File: src/sv/car_pkg.sv
`timescale 1ns / 1ps
// Shared types, constants and helpers of the common adjacency run finder.
// No dependencies; every other file of the block but car_ram uses this package.
package car_pkg;

    localparam int MAX_ELEMENTS_DEF = 1024;
    localparam int VAL_W            = 11;
    localparam logic [VAL_W-1:0] VAL_MAX = '1;
    localparam logic [VAL_W-1:0] RUN_START_LEN = VAL_W'(2);

    // result queue: four slots kept free for the items that may still land
    localparam int QDEPTH = 8;
    localparam int QAW    = $clog2(QDEPTH);
    localparam int QCW    = QAW + 1;
    localparam int QROOM  = QDEPTH - 4;

    localparam logic ACT_LOAD   = 1'b0;
    localparam logic ACT_STREAM = 1'b1;

    typedef enum logic [1:0] {
        DIR_NONE = 2'd0,
        DIR_UP   = 2'd1,
        DIR_DOWN = 2'd2
    } t_dir;

    typedef struct packed {
        logic [VAL_W-1:0] run_length;
        logic             run_valid;
        logic [VAL_W-1:0] run_total;
        logic             done_res;
    } t_res;

    // accepted item as seen by the run tracker
    typedef struct packed {
        logic             stream;
        logic             load;
        logic             in_range;
        logic             last;
        logic [VAL_W-1:0] element;
        logic [VAL_W-1:0] rank_value;
    } t_s0;

    // up to two results per item, packed from slot 0
    typedef struct packed {
        logic v0;
        logic v1;
        t_res r0;
        t_res r1;
    } t_push;

    function automatic logic [VAL_W-1:0] sat_inc(input logic [VAL_W-1:0] v);
        return (v == VAL_MAX) ? v : v + VAL_W'(1);
    endfunction

endpackage

File: src/sv/car_ifs.sv


interface car_res_if;
    logic                      valid;
    logic                      ready;
    logic [car_pkg::VAL_W-1:0] run_length;
    logic                      run_valid;
    logic [car_pkg::VAL_W-1:0] run_total;
    logic                      done_res;

    modport source (output valid, run_length, run_valid, run_total, done_res, input ready);
    modport sink   (input valid, run_length, run_valid, run_total, done_res, output ready);
endinterface

File: src/sv/car_outq.sv
`timescale 1ns / 1ps
// Result queue: takes up to two results a cycle, presents one per handshake.
// Depends on car_pkg and the car_res_if channel.
module car_outq (
    input  logic           i_clk,
    input  logic           i_rst_n,
    input  car_pkg::t_push i_push,
    output logic           o_room,
    car_res_if.source      o_res
);

    car_pkg::t_res             r_q [car_pkg::QDEPTH];
    logic [car_pkg::QAW-1:0]   r_wptr, r_rptr;
    logic [car_pkg::QCW-1:0]   r_cnt;
    logic                      pop;
    logic [car_pkg::QCW-1:0]   n_push;
    logic [car_pkg::QAW-1:0]   wptr1;

    assign pop    = o_res.valid && o_res.ready;
    assign n_push = car_pkg::QCW'(i_push.v0) + car_pkg::QCW'(i_push.v1);
    assign wptr1  = r_wptr + car_pkg::QAW'(1);
    assign o_room = r_cnt <= car_pkg::QCW'(car_pkg::QROOM);

    always_ff @(posedge i_clk) begin
        if (i_push.v0) begin
            r_q[r_wptr] <= i_push.r0;
        end
        if (i_push.v1) begin
            r_q[wptr1] <= i_push.r1;
        end
    end

    always_ff @(posedge i_clk) begin
        if (!i_rst_n) begin
            r_wptr <= '0;
            r_rptr <= '0;
            r_cnt  <= '0;
        end else begin
            r_wptr <= r_wptr + car_pkg::QAW'(n_push);
            if (pop) begin
                r_rptr <= r_rptr + car_pkg::QAW'(1);
            end
            r_cnt <= r_cnt + n_push - car_pkg::QCW'(pop);
        end
    end

    assign o_res.valid      = r_cnt != '0;
    assign o_res.run_length = r_q[r_rptr].run_length;
    assign o_res.run_valid  = r_q[r_rptr].run_valid;
    assign o_res.run_total  = r_q[r_rptr].run_total;
    assign o_res.done_res   = r_q[r_rptr].done_res;

endmodule

File: src/flat_wrapper.sv
// flat-port wrapper written by rule: the top's interface ports become plain ports
module car_outq_flat 
  (i_clk, i_rst_n, i_push, o_room, o_res_valid, o_res_run_length, o_res_run_valid, o_res_run_total, o_res_done_res, o_res_ready);
  car_res_if o_res_i ();
  input  logic i_clk;
  input  logic i_rst_n;
  input  car_pkg::t_push i_push;
  output logic o_room;
  output wire logic [$bits(o_res_i.valid)-1:0] o_res_valid;
  output wire logic [$bits(o_res_i.run_length)-1:0] o_res_run_length;
  output wire logic [$bits(o_res_i.run_valid)-1:0] o_res_run_valid;
  output wire logic [$bits(o_res_i.run_total)-1:0] o_res_run_total;
  output wire logic [$bits(o_res_i.done_res)-1:0] o_res_done_res;
  input wire logic [$bits(o_res_i.ready)-1:0] o_res_ready;
  assign o_res_valid = o_res_i.valid;
  assign o_res_run_length = o_res_i.run_length;
  assign o_res_run_valid = o_res_i.run_valid;
  assign o_res_run_total = o_res_i.run_total;
  assign o_res_done_res = o_res_i.done_res;
  assign o_res_i.ready = o_res_ready;
  car_outq u_core (.i_clk(i_clk), .i_rst_n(i_rst_n), .i_push(i_push), .o_room(o_room), .o_res(o_res_i));
endmodule
File: config.mk
export PLATFORM = sky130hd
export DESIGN_NAME = car_outq_flat
export DESIGN_NICKNAME = d
export VERILOG_FILES = /design/src/sv/car_pkg.sv /design/src/sv/car_ifs.sv /design/src/sv/car_outq.sv /design/src/flat_wrapper.sv
export SDC_FILE = /design/constraint.sdc
export NUM_CORES = 1
export LEC_CHECK = 0
export BUFFER_PORTS_ARGS = -buffer_cell sky130_fd_sc_hd__buf_2
export CAP_MARGIN = 20
export CORE_MARGIN = 5
export CORE_UTILIZATION = 58
export DETAILED_ROUTE_END_ITERATION = 10
export GPL_TIMING_DRIVEN = 1
export PLACE_DENSITY = 0.87
export SYNTH_ARGS = -nofsm -noshare
export SYNTH_HDL_FRONTEND = slang
export SYNTH_SLANG_ARGS = --single-unit
File: constraint.sdc
create_clock -name i_clk -period 3.5 [get_ports i_clk]
set_input_delay 0.175 -clock i_clk [delete_from_list [all_inputs] [get_ports i_clk]]
set_output_delay 0.175 -clock i_clk [all_outputs]
set_load 0.03 [all_outputs]
==> results summary <==
The run finished with clean final reports. The total power after layout came out at 7.171 mW. The post-route netlist has about 59% of its cells at a drive strength greater than 1.

The end point of the worst hold path is u_core.r_cnt[3]. The endpoint identified for the worst register-to-register timing path is u_core.r_q[1][9]. The post-route setup TNS came out at 0 ns. met2 is the most crowded layer. The number of hold-slack violations in the final timing report is 0. TritonCTS built the clock tree. Entering global routing, the biggest net connects 32 pins. The die outline height came out at about 140 um. The data required time at the worst endpoint came out at approximately 3.7 ns. The highest ir drop seen on vdd came out at ~0.00043 V.

The post-cts hold buffer count is 0. The average routed wire per standard cell came out at around 26 um. The total standard cell area after synthesis is just over 10,000 um^2. The met1 usage is 31.22%. The number of routed nets with antenna violations is 0.

The count of max-cap constraint violations is 0. In this run the register-to-register setup slack is between 0.7 and 0.8 ns. Setup violations remaining at the end of the flow were counted as 0.

Compared with the post-synthesis result, the final layout area differs by 13.12%. Dividing the synthesized area by the synthesized cell count gives 17.81 um^2. The largest fanout on the critical path came out at 15. The library cell used most frequently in the layout, excluding fill and tap cells, is mux2_2. Leaving out fill and tap cells, the most frequent cells in the layout are mux2_2, edfxtp_1, buf_2. The actual transition at the worst max-transition pin is between 1 and 1.5 ns. The final wirelength is about 23,000 um. The first-pass GRT wire length is 36,380 um. The worst endpoint data arrival time is 3.03 ns. The clock transition at the registers of the reported paths is ~0.06 ns. In this run, the number of DRC markers left after iteration 0 of detailed routing was 383. The number of antenna violations at the first check in global routing came out at 1. The met2 capacity usage during global routing came out at around two fifths. The total overflow left after global routing is 0.

The full die area is between 20,000 and 25,000 um^2. The detail-routed via count per cell came out at 6.398. The number of cells on the worst reg-to-reg path came out at 5. When the netlist entered floorplanning its net count stood at 648. The critical path launch point type is a flop. The insertion delay of the later-clocked pin in the worst-skew pair is between 0.4 and 0.5 ns. The die width came out at 143.7 um. After clock tree synthesis, the setup repair step added 0 buffers.

The leakage power summed over all cells came out at between 3 and 4 nW. Counting distinct cell types in the post-synthesis netlist gives 38. The core area is ~17,000 um^2.

The worst hold path belongs to the class in -> reg. The number of synthesized flops with an enable pin came out at ~190. Registers take 6031 um^2. The count of final max-slew check failures came out at 0. The number of synthesis warnings came out at 0. The share of flip-flops with an asynchronous set or reset is 0%. Derived from the worst setup path, the maximum achievable clock frequency is 357.6 MHz.

Setup repair after global routing left no endpoint under its margin. The H-tree depth is 1. Gates resized during post-CTS repair numbered 0. The final layout contains 739 nets.

The half-perimeter wire length after detailed placement is around 15,000 um. The final-layout fill cell count is ~1,200. Clock tree synthesis selected as its root buffer the cell clkbuf_16.

The starting density of the core came out at 59.53%. For this design the ratio of total power to cell area is just over 600 nW/um^2. The worst pin sits at a relative slew slack of 23.51%. The critical path in this run is classified as reg -> reg. The clock passes through at most 3 buffers. The remaining design rule violation count came out at 0. Global routing consumed, on the met3 layer, ~4.2% of the routing resources. The first-pass detailed-route iteration total came out at 5. The worst setup skew after layout is roughly 0.0057 ns.

Among all flip-flop cells after synthesis, the most frequent one is edfxtp_1. The congestion estimate from routability-driven global placement came to just over 0.8. The clock period minus worst slack is around 2.8 ns.

STA classifies the critical path endpoint as a flop. The number of CTS-inserted buffers came out at 21. The via count of the routed design is just under 6,000. The count of buffers inserted at the top-level ports came out at 78. The via count of the first global-routing pass was between 6,000 and 7,000. The number of cell rows is 48. The worst hold path was traced through 3 stages.

The CTS sink count is around 210. The sequential area share after synthesis is about 58%. The synthesized design contains 205 register bits. The cell count after synthesis came out at between 500 and 600. The I/O pin total is 79. The worst register-to-register path begins at u_core.r_wptr[0]. The final period utilization is approximately four fifths. In the final layout, the multi-input gates occupy 4156 um^2.

The startpoint of the tightest hold check path is i_rst_n. The total routing usage reported by global routing is 23.30%.
final cells by class:
| type | count | area share, % |
|---|---|---|
| clock inverter | 9 | 0.3521 |
| clock buffer | 26 | 4.641 |
| multi-input combinational | 335 | 35.44 |
| tap | 225 | 2.401 |
| sequential | 205 | 51.42 |
| inverter | 10 | 0.3201 |
| timing repair buffer | 100 | 5.377 |
| antenna | 2 | 0.04268 |
critical path, cell delays in order (launching register included):
cell,delay (ns)
dfxtp_1,0.57
ha_1,0.41
nor3b_1,0.45
nand2_1,0.44
buf_4,0.37
mux2_2,0.30
stage by stage:
step	instances	worst slack [ns]	util [%]	area [um^2]	hold WS [ns]
after floorplan	582	0.6268	-	10370	0.3297
after global placement	875	0.9387	63.94	11140	0.4516
after detailed placement	875	0.7580	63.94	11140	0.4825
after CTS	910	0.7432	67.31	11720	0.04361
after global routing	911	0.5764	67.32	11730	0.07226
final	912	0.7038	67.33	11730	0.05219
how the worst max path moves through the flow:
| stage | from | to | slack [ns] | cells past startpoint |
|---|---|---|---|---|
| floorplan | u_core.r_wptr[0] | u_core.r_q[2][0] | 0.63 | 2 |
| CTS | u_core.r_wptr[0] | u_core.r_q[6][14] | 0.74 | 5 |
| detailed placement | u_core.r_wptr[0] | u_core.r_q[6][20] | 0.76 | 5 |
| global route | u_core.r_wptr[0] | u_core.r_q[1][9] | 0.58 | 5 |
| global placement | u_core.r_wptr[0] | u_core.r_q[6][14] | 0.94 | 5 |
| finish | u_core.r_wptr[0] | u_core.r_q[1][9] | 0.70 | 5 |
synth_stat cells (all sizes together) (3+ instances only):
library cell / number / area (um^2)
and2: 5 / 31.28
buf: 24 / 166.4
clkbuf: 8 / 30.03
dfxtp: 13 / 260.3
edfxtp: 192 / 5766
ha: 11 / 137.6
inv: 10 / 37.54
mux2: 216 / 2432
mux2i: 5 / 50.05
mux4: 48 / 1081
nand2: 13 / 51.30
nand2b: 6 / 37.54
nor2: 5 / 28.77
nor3: 3 / 37.53
o21ai: 3 / 15.01
o22ai: 3 / 18.77
kinds of logic (layout without fill, tap and decap cells):
family	after synthesis	in the layout	share of synthesized area (%)
compound gates	12	12	0.7242
xor+xnor	4	4	0.7001
mux	269	269	34.37
buf+inv	42	145	2.257
flops	205	205	58.12
simple gates	37	37	2.112
other cells	0	2	0
fa+ha+maj	13	13	1.714
metal layers:
metal	routed length, um	vias to the layer above
met4	491	0
met5	0	-
met2	12070	216
met3	1643	41
li1	-	2541
met1	9276	3037
registers in the layout, summed over array words and instances, names as in the netlist, named ones only:
register,cells
u_core.r_cnt,4
u_core.r_q,192
u_core.r_rptr,3
u_core.r_wptr,3
report_power, final:
part           total [mW]  leakage, nW  switching (mW)  internal (mW)
clock network        1.98        0.286           0.880           1.10
logic                2.02         1.79            1.12          0.901
registers            3.18         1.87           0.148           3.03
total                7.17         3.94            2.14           5.03
Power figures use the tool's default switching activity.
