===== config.mk =====
export PLATFORM = sky130hd
export DESIGN_NAME = car_track
export DESIGN_NICKNAME = d
export VERILOG_FILES = /design/src/sv/car_pkg.sv /design/src/sv/car_track.sv
export SDC_FILE = /design/constraint.sdc
export NUM_CORES = 1
export LEC_CHECK = 0
export BUFFER_PORTS_ARGS = -buffer_cell sky130_fd_sc_hd__buf_2
export CAP_MARGIN = 15
export CORE_AREA = 2 2 113 115
export CTS_CLUSTER_DIAMETER = 200
export DETAILED_ROUTE_END_ITERATION = 10
export DIE_AREA = 0 0 115 117
export PLACE_DENSITY = 0.69
export SYNTH_ARGS = -nofsm -noshare
export SYNTH_HDL_FRONTEND = slang
export SYNTH_SLANG_ARGS = --single-unit

===== constraint.sdc =====
create_clock -name i_clk -period 4.2 [get_ports i_clk]
set_clock_uncertainty 0.15 [all_clocks]
set_input_delay 0.42 -clock i_clk [delete_from_list [all_inputs] [get_ports i_clk]]
set_output_delay 0.42 -clock i_clk [all_outputs]
set_load 0.005 [all_outputs]

===== src/sv/car_pkg.sv =====
`timescale 1ns / 1ps
// Shared types, constants and helpers of the common adjacency run finder.
// No dependencies; every other file of the block but car_ram uses this package.
package car_pkg;

    localparam int MAX_ELEMENTS_DEF = 1024;
    localparam int VAL_W            = 11;
    localparam logic [VAL_W-1:0] VAL_MAX = '1;
    localparam logic [VAL_W-1:0] RUN_START_LEN = VAL_W'(2);

    // result queue: four slots kept free for the items that may still land
    localparam int QDEPTH = 8;
    localparam int QAW    = $clog2(QDEPTH);
    localparam int QCW    = QAW + 1;
    localparam int QROOM  = QDEPTH - 4;

    localparam logic ACT_LOAD   = 1'b0;
    localparam logic ACT_STREAM = 1'b1;

    typedef enum logic [1:0] {
        DIR_NONE = 2'd0,
        DIR_UP   = 2'd1,
        DIR_DOWN = 2'd2
    } t_dir;

    typedef struct packed {
        logic [VAL_W-1:0] run_length;
        logic             run_valid;
        logic [VAL_W-1:0] run_total;
        logic             done_res;
    } t_res;

    // accepted item as seen by the run tracker
    typedef struct packed {
        logic             stream;
        logic             load;
        logic             in_range;
        logic             last;
        logic [VAL_W-1:0] element;
        logic [VAL_W-1:0] rank_value;
    } t_s0;

    // up to two results per item, packed from slot 0
    typedef struct packed {
        logic v0;
        logic v1;
        t_res r0;
        t_res r1;
    } t_push;

    function automatic logic [VAL_W-1:0] sat_inc(input logic [VAL_W-1:0] v);
        return (v == VAL_MAX) ? v : v + VAL_W'(1);
    endfunction

endpackage


===== src/sv/car_track.sv =====
`timescale 1ns / 1ps
// Run tracker: second stage of a streamed element, pair test and run state.
// Depends on car_pkg; takes rank read data from the rank table RAM.
module car_track (
    input  logic                        i_clk,
    input  logic                        i_rst_n,
    input  car_pkg::t_s0                i_s0,
    input  logic [car_pkg::VAL_W-1:0]   i_rdata,
    output car_pkg::t_push              o_push
);

    logic                      r_s1_valid;
    logic                      r_s1_inr;
    logic                      r_s1_last;
    logic [car_pkg::VAL_W-1:0] r_s1_elem;

    logic [car_pkg::VAL_W-1:0] r_prev_elem, n_prev_elem;
    logic [car_pkg::VAL_W-1:0] r_prev_rank, n_prev_rank;
    logic                      r_have_prev, n_have_prev;
    car_pkg::t_dir             r_dir, n_dir;
    logic [car_pkg::VAL_W-1:0] r_len, n_len;
    logic [car_pkg::VAL_W-1:0] r_runs, n_runs;

    logic [car_pkg::VAL_W-1:0] b_rank;
    logic [car_pkg::VAL_W:0]   a_rank_inc;
    logic                      adj;
    car_pkg::t_dir             pair_dir;
    logic                      emit0;
    car_pkg::t_dir             dir0;
    logic [car_pkg::VAL_W-1:0] len0;
    logic [car_pkg::VAL_W-1:0] runs0;
    logic [car_pkg::VAL_W-1:0] runs1;
    car_pkg::t_res             res_pair;
    car_pkg::t_res             res_close;

    always_ff @(posedge i_clk) begin
        if (!i_rst_n) begin
            r_s1_valid <= 1'b0;
        end else begin
            r_s1_valid <= i_s0.stream;
        end
        r_s1_inr  <= i_s0.in_range;
        r_s1_last <= i_s0.last;
        r_s1_elem <= i_s0.element;
    end

    assign b_rank     = r_s1_inr ? i_rdata : '0;
    assign a_rank_inc = {1'b0, r_prev_rank} + (car_pkg::VAL_W+1)'(1);
    assign adj        = a_rank_inc == {1'b0, b_rank};
    assign pair_dir   = (r_prev_elem < r_s1_elem) ? car_pkg::DIR_UP : car_pkg::DIR_DOWN;

    always_comb begin
        emit0 = 1'b0;
        dir0  = r_dir;
        len0  = r_len;
        if (r_have_prev) begin
            if (adj) begin
                if (r_dir == pair_dir) begin
                    len0 = car_pkg::sat_inc(r_len);
                end else begin
                    emit0 = r_dir != car_pkg::DIR_NONE;
                    dir0  = pair_dir;
                    len0  = car_pkg::RUN_START_LEN;
                end
            end else if (r_dir != car_pkg::DIR_NONE) begin
                emit0 = 1'b1;
                dir0  = car_pkg::DIR_NONE;
                len0  = car_pkg::RUN_START_LEN;
            end
        end
        runs0 = emit0 ? car_pkg::sat_inc(r_runs) : r_runs;
        runs1 = (dir0 != car_pkg::DIR_NONE) ? car_pkg::sat_inc(runs0) : runs0;

        res_pair.run_length = r_len;
        res_pair.run_valid  = 1'b1;
        res_pair.run_total  = runs0;
        res_pair.done_res   = 1'b0;

        res_close.run_valid  = dir0 != car_pkg::DIR_NONE;
        res_close.run_length = res_close.run_valid ? len0 : '0;
        res_close.run_total  = runs1;
        res_close.done_res   = 1'b1;

        // compact results from slot 0
        o_push.v0 = r_s1_valid && (emit0 || r_s1_last);
        o_push.v1 = r_s1_valid && emit0 && r_s1_last;
        o_push.r0 = emit0 ? res_pair : res_close;
        o_push.r1 = res_close;
    end

    always_comb begin
        n_prev_elem = r_prev_elem;
        n_prev_rank = r_prev_rank;
        n_have_prev = r_have_prev;
        n_dir       = r_dir;
        n_len       = r_len;
        n_runs      = r_runs;
        if (r_s1_valid) begin
            if (r_s1_last) begin
                n_prev_elem = '0;
                n_have_prev = 1'b0;
                n_dir       = car_pkg::DIR_NONE;
                n_len       = car_pkg::RUN_START_LEN;
                n_runs      = '0;
            end else begin
                n_prev_elem = r_s1_elem;
                n_have_prev = 1'b1;
                n_dir       = dir0;
                n_len       = len0;
                n_runs      = runs0;
            end
            // a load in the first stage rewrites the rank just read
            n_prev_rank = (i_s0.load && i_s0.element == r_s1_elem) ? i_s0.rank_value : b_rank;
        end else if (i_s0.load && r_have_prev && i_s0.element == r_prev_elem) begin
            n_prev_rank = i_s0.rank_value;
        end
    end

    always_ff @(posedge i_clk) begin
        if (!i_rst_n) begin
            r_prev_elem <= '0;
            r_have_prev <= 1'b0;
            r_dir       <= car_pkg::DIR_NONE;
            r_len       <= car_pkg::RUN_START_LEN;
            r_runs      <= '0;
        end else begin
            r_prev_elem <= n_prev_elem;
            r_have_prev <= n_have_prev;
            r_dir       <= n_dir;
            r_len       <= n_len;
            r_runs      <= n_runs;
        end
        r_prev_rank <= n_prev_rank;
    end

endmodule


==> flow_summary.json, run 1 <==
{
  "status": "complete, but fails checks",
  "violations": "negative setup slack",
  "yosysSeqAreaShare_pct": 27.6,
  "yosysWarnings": 0,
  "pwr-share-seq_pct": 39.9,
  "maxSlewHeadroom_pct": 50.7,
  "startpoint_type": "register",
  "path_class": "register to primary output",
  "antenna_found_initial": 0,
  "p_int_mw": 1.22,
  "syn_inst": 616,
  "fmax_ghz": 0.236,
  "syn_area_um2": 4820,
  "io_buffers": 87,
  "setup_viol": 3,
  "clkSlewWorstSetupHoldPaths_ps": 50,
  "async_flop_share_pct": 0,
  "route.vias.total": 5136,
  "power_switching_uw": 373,
  "preCtsSetupSlack_ps": -2.13,
  "fin_area_um2": 6280,
  "cts.htree.levels": 3,
  "multi_input_comb_area_um2": 3560,
  "drv_cap": 0,
  "arrival_ps": 3660,
  "fp.dieH_um": 117,
  "period_share_pct": 101,
  "synth_top_area_share_pct": 20.8,
  "synth_area_leaders": "dfxtp_1, edfxtp_1, xnor2_1, nand2_1, o21ai_0",
  "grtUsageTotal_pct": 21.4,
  "rsz0062_at_grt": "true",
  "syn2layout_area_growth_pct": 30.3,
  "cts_root_buffer": "clkbuf_16",
  "drt_iter0_markers": 321,
  "fp-row-count": 41,
  "drt_pass1_iterations": 5,
  "cts_tree": "done",
  "power_leakage_nw": 2.56,
  "worstPathRequired_ps": 3630,
  "fillers": 1154,
  "grt_pass1_wl_mm": 23.1,
  "ant_nets": 0,
  "drc": 0,
  "coreArea_um2": 12300,
  "synth.distinct_cells": 79,
  "synth_top_area_cell": "dfxtp_1",
  "placed_area_um2": 5540,
  "die-area_um2": 13500,
  "final.setup.tns_ps": -64.5,
  "syn_nets": 668,
  "gp_congestion": 0.962,
  "numCtsBuffers": 9,
  "chipWidth_um": 115,
  "avgSynthCellArea_um2": 7.83,
  "p_per_area_nw_per_um2": 254,
  "fin_total_pwr_mw": 1.59,
  "pwr-share-comb_pct": 11.0,
  "switching_share_pct": 23.4,
  "tightest_slew_ps": 740,
  "wirelength_mm": 14.7,
  "cp-end-kind": "primary output",
  "hold_violations": 0,
  "antenna_cells": 0,
  "insertion_delay_ps": 340,
  "cts_sinks": 61,
  "clk_path_buf_depth": 2,
  "ir_drop_v": 0.000166,
  "crit_path_max_fanout": 5,
  "vias_per_cell": 5.86,
  "fin_ws_ps": -33.5,
  "grt_pass1_vias": 4819,
  "worstHoldPathType": "input port to register",
  "synth-edff-count": 11,
  "initial_utilization_pct": 39.2,
  "overflow": 0,
  "synth-seq-cells": 61,
  "io_pins": 89,
  "final_net_count": 773,
  "avgRoutedWirePerCell_um": 16.7,
  "dp_hpwl_mm": 10.4,
  "clkPwrFrac_pct": 49.1,
  "synth_flop_cell": "dfxtp_1",
  "min_period_ps": 4230,
  "grt_max_degree": 37,
  "maxSlewViolCount": 0,
  "seq_area_um2": 1340,
  "drive_gt1_share_pct": 30.0
}
==> Yosys cell counts, drive strengths merged, types with 4 or more instances <==
cell type,instances
and2,23
and3,10
or3,5
buf,10
o31ai,7
xnor2,34
a21boi,7
and4,4
inv,18
clkbuf,29
nand3,25
xor2,6
nor2b,25
dfxtp,50
nor2,44
nand2,60
nand2b,5
o2bb2ai,14
a211oi,9
mux2,5
a31oi,6
ha,13
o21ai,40
a21o,18
a22oi,16
mux2i,5
a21oi,36
o21a,4
nand4,14
nor3,14
edfxtp,11
==> critical path, cell delays in order (launching register included) <==
cell and delay [ps]:
edfxtp_1 440, ha_4 210, a21o_1 150, a31o_1 240, a2111oi_4 280, o2111a_1 290, and3_4 230, a21boi_4 60
a221o_1 380, nor4b_4 360, buf_4 200, nand3_1 80, a31oi_1 230, buf_2 150
==> final timing paths <==
path / startpoint / endpoint / slack, ps / cells past startpoint
worst max-delay path: r_prev_rank[0]$_DFFE_PP_ / o_push[25] / -30 / 13
worst min-delay path: i_s0[23] / r_s1_inr$_DFF_P_ / 30 / 1
worst max register to register: r_prev_rank[0]$_DFFE_PP_ / r_len[0]$_SDFFE_PN0P_ / 820 / 12
worst min register to register: r_len[1]$_SDFFE_PN1P_ / r_len[1]$_SDFFE_PN1P_ / 400 / 2
==> through the flow <==
step                cells  utilization, %  hold WS [ps]
floorplan             616               -           298
global placement      848            45.0           372
detailed placement    848            45.0           374
CTS                   872            49.2          26.3
global route          876            51.0          23.7
finish                876            51.0          31.8
==> flip-flops by register name, summed over array words and instances (netlist names) <==
| register | flops |
|---|---|
| r_prev_elem | 11 |
| r_prev_rank | 11 |
| r_s1_last | 1 |
| r_s1_inr | 1 |
| r_len | 11 |
| r_have_prev | 1 |
| r_dir | 2 |
| r_s1_elem | 11 |
| r_s1_valid | 1 |
| r_runs | 11 |
==> area by class of cell <==
cell class	count	area share, %
flip-flops and latches	61	21.2
inverters	19	1.15
clock inverters	3	0.637
multi-input cells	497	56.7
clock buffers	13	4.48
repair buffers	133	12.8
well taps	150	2.99
==> kinds of logic (layout without fill, tap and decap cells) <==
group           Yosys count  in the layout  share of synthesized area [%]
flops                    61             61                           27.6
xor+xnor                 40             40                           7.27
other cells               1              1                         0.0778
fa+ha+maj                13             13                           3.37
buf+inv                  58            168                           5.01
simple gates            247            247                           27.4
compound gates          186            186                           27.1
mux                      10             10                           2.21
==> routing by layer <==
| metal | routed length, µm | vias up | track usage, % | share of wire, % |
|---|---|---|---|---|
| li1 | - | 2449 | - | - |
| met1 | 6250 | 2467 | 26.6 | 43 |
| met2 | 7130 | 177 | 36.4 | 49 |
| met3 | 798 | 43 | 3.60 | 5.4 |
| met4 | 484 | 0 | 9.48 | 3.3 |
| met5 | 0 | - | 0 | 0 |
==> power groups by stage <==
| stage | sequential (mW) | clock [mW] | combinational [mW] |
|---|---|---|---|
| 6_report | 0.636 | 0.782 | 0.176 |
| 5_1_grt | 0.637 | 0.822 | 0.193 |
| 4_1_cts | 0.633 | 0.799 | 0.166 |
| 3_5_place_dp | 0.645 | 0 | 0.158 |
| 3_3_place_gp | 0.644 | 0 | 0.153 |
| 2_1_floorplan | 0.639 | 0 | 0.101 |
==> cells in the final DEF, fill, tap and decap left out, types with 4 or more instances in the layout <==
cell and count:
a22oi_1 15, nand2_1 57, and4_1 4, mux2_2 4, nor3_1 11, and3_1 9, edfxtp_1 11, a21oi_1 26
a21oi_2 8, dfxtp_1 47, nand3_1 23, or3_1 4, nand4_1 14, xnor2_1 34, o31ai_1 4, a31oi_1 5
inv_1 18, a21boi_0 6, o21ai_0 38, o21a_1 4, buf_2 87, mux2i_1 4, buf_4 40, nand2b_1 5
buf_6 6, nor2_1 42, a21o_1 18, xor2_1 4, a211oi_2 5, and2_1 20, nor2b_1 24, ha_1 8
o2bb2ai_1 14, clkbuf_16 10, a211oi_1 4, ha_4 5
==> repair_timing <==
item,CTS,global route
pin swaps,17,18
setup buffers,8,4
hold buffers,0,0
resized for setup,30,38
setup endpoints to repair,25,23
No activity file was read; power rests on OpenSTA's default activity.
==> run 2: changes to the inputs <==
--- a/config.mk
+++ b/config.mk
@@ -10,2 +10,3 @@
 export CORE_AREA = 2 2 113 115
+export CTS_BUF_LIST = sky130_fd_sc_hd__clkbuf_16
 export CTS_CLUSTER_DIAMETER = 200
--- a/constraint.sdc
+++ b/constraint.sdc
@@ -4,2 +4,2 @@
 set_output_delay 0.42 -clock i_clk [all_outputs]
-set_load 0.005 [all_outputs]
+set_load 0.1 [all_outputs]
==> run 2 against run 1 <==
Net effect: the run still ends with negative setup slack left; die area unchanged; clock power about the same; setup slack worse by 230 ps; maximum frequency down 5.2%; flip-flop and latch count unchanged; utilization up 10 points; critical endpoint is now o_push[27]; highest routed layer unchanged.
==> flow_summary.json, run 2 (synthesis gave the netlist of run 1 again) <==
{
  "fp-row-count": 41,
  "p_per_area_nw_per_um2": 212,
  "grtUsageTotal_pct": 22.9,
  "maxSlewHeadroom_pct": 53.4,
  "insertion_delay_ps": 330,
  "dp_hpwl_mm": 11.0,
  "cts_sinks": 61,
  "fillers": 998,
  "postLayoutCoreUtil_pct": 61.1,
  "r2r_slack_ps": 780,
  "die-area_um2": 13500,
  "final_net_count": 807,
  "route.vias.total": 5201,
  "clkSlewWorstSetupHoldPaths_ps": 50,
  "r2r_end": "r_len[0]$_SDFFE_PN0P_",
  "io_pins": 89,
  "drt_iter0_markers": 231,
  "grt_pass1_vias": 5304,
  "fin_hold_ws_ps": 47.8,
  "violations": "negative setup slack",
  "worstPathRequired_ps": 3630,
  "cts_root_buffer": "clkbuf_16",
  "min_period_ps": 4460,
  "grt_max_degree": 37,
  "startpoint_type": "register",
  "power_leakage_nw": 2.88,
  "ir_drop_v": 0.000132,
  "wirelength_mm": 15.2,
  "fmax_ghz": 0.224,
  "syn2layout_area_growth_pct": 56.1,
  "drc": 0,
  "antenna_cells": 0,
  "critPathBufInv": 8,
  "placed_area_um2": 6890,
  "numCtsBuffers": 9,
  "layout_common_cells": "buf_4, nand2_1, dfxtp_1",
  "drive_gt1_share_pct": 36.7,
  "preCtsSetupSlack_ps": -68.4,
  "r2r_start": "r_prev_rank[0]$_DFFE_PP_",
  "cts_hold_buf": 0,
  "drt_pass1_iterations": 7,
  "maxSlewViolCount": 0,
  "fin_area_um2": 7530,
  "crit_top_cell": "buf_4",
  "setup_viol": 22,
  "fin_ws_ps": -264,
  "coreArea_um2": 12300,
  "initial_utilization_pct": 39.2,
  "worstHoldPathType": "input port to register",
  "io_buffers": 87,
  "drv_cap": 0,
  "layout_commonest_cell": "buf_4",
  "hold_violations": 0,
  "fp.dieH_um": 117,
  "antenna_found_initial": 0,
  "rsz0062_at_grt": "true",
  "overflow": 0,
  "chipWidth_um": 115,
  "r2r_cells": 12,
  "hold_start": "i_s0[23]",
  "gp_congestion": 0.926,
  "critPathMaxStageDelay_ps": 330,
  "min_to": "r_s1_inr$_DFF_P_",
  "status": "complete, but fails checks",
  "hold_path_depth": 1,
  "path_delay_family": "compound AO/OA/AOI/OAI gates",
  "period_share_pct": 106,
  "grt_pass1_wl_mm": 25.0,
  "cp-end-kind": "primary output",
  "tightest_slew_ps": 699,
  "cts.htree.levels": 3,
  "crit_path_max_fanout": 7,
  "final.setup.tns_ps": -3820,
  "clk_path_buf_depth": 2,
  "arrival_ps": 3890,
  "path_class": "register to primary output",
  "ant_nets": 0,
  "cts_tree": "done",
  "critPathSlowestCell": "dfxtp_1",
  "avgRoutedWirePerCell_um": 16.7,
  "vias_per_cell": 5.72,
  "worstPathCellList": "inv_1 > ha_1 > a41o_1 > a221oi_2 > buf_4 > a41oi_2 > and2_4 > buf_4 > a21oi_4 > clkinv_8 > o31ai_4 > nor4b_4 > buf_4 > buf_8 > buf_6 > a21o_1 > a211oi_4 > buf_12"
}
-- run 2: layer usage --
| metal | wire length (µm) | track usage (%) |
|---|---|---|
| met1 | 6330 | 27.7 |
| met2 | 7720 | 41.1 |
| met3 | 860 | 4.17 |
| met4 | 288 | 8.03 |
| met5 | 0 | 0 |
-- run 2: worst max-delay path by stage --
stage,startpoint,cells past startpoint,slack (ps),to
finish,r_s1_elem[4]$_DFF_P_,18,-260,o_push[27]
global route,r_s1_elem[4]$_DFF_P_,17,-410,o_push[10]
CTS,r_prev_rank[0]$_DFFE_PP_,14,-200,o_push[31]
detailed placement,r_s1_elem[6]$_DFF_P_,17,-70,o_push[10]
global placement,r_s1_elem[6]$_DFF_P_,17,-30,o_push[10]
floorplan,r_prev_rank[0]$_DFFE_PP_,14,-330,o_push[30]
-- run 2: timing repair --
action                     CTS  global route
resized for setup           29            20
pin swaps                    7             2
setup endpoints to repair   29            33
setup buffers                5             9
-- run 2: final cells by class --
type / count / area (µm²) / area share (%)
Multi-Input combinational cell: 497 / 3860 / 51.3
Sequential cell: 61 / 1330 / 17.7
Clock inverter: 7 / 83.8 / 1.11
Tap cell: 150 / 188 / 2.49
Inverter: 19 / 87.6 / 1.16
Timing Repair Buffer: 167 / 1750 / 23.2
Clock buffer: 9 / 225 / 2.99
-- run 2: power by group --
| group | leakage [nW] | switching (mW) | internal (mW) |
|---|---|---|---|
| logic | 2.21 | 0.101 | 0.0816 |
| clock network | 0.159 | 0.268 | 0.511 |
| registers | 0.513 | 0.0178 | 0.614 |
-- run 2: through the flow --
step	std cells	total power, mW
final	910	1.59
after global routing	910	1.64
after CTS	901	1.60
after detailed placement	881	0.819
after global placement	881	0.811
after floorplan	616	0.749
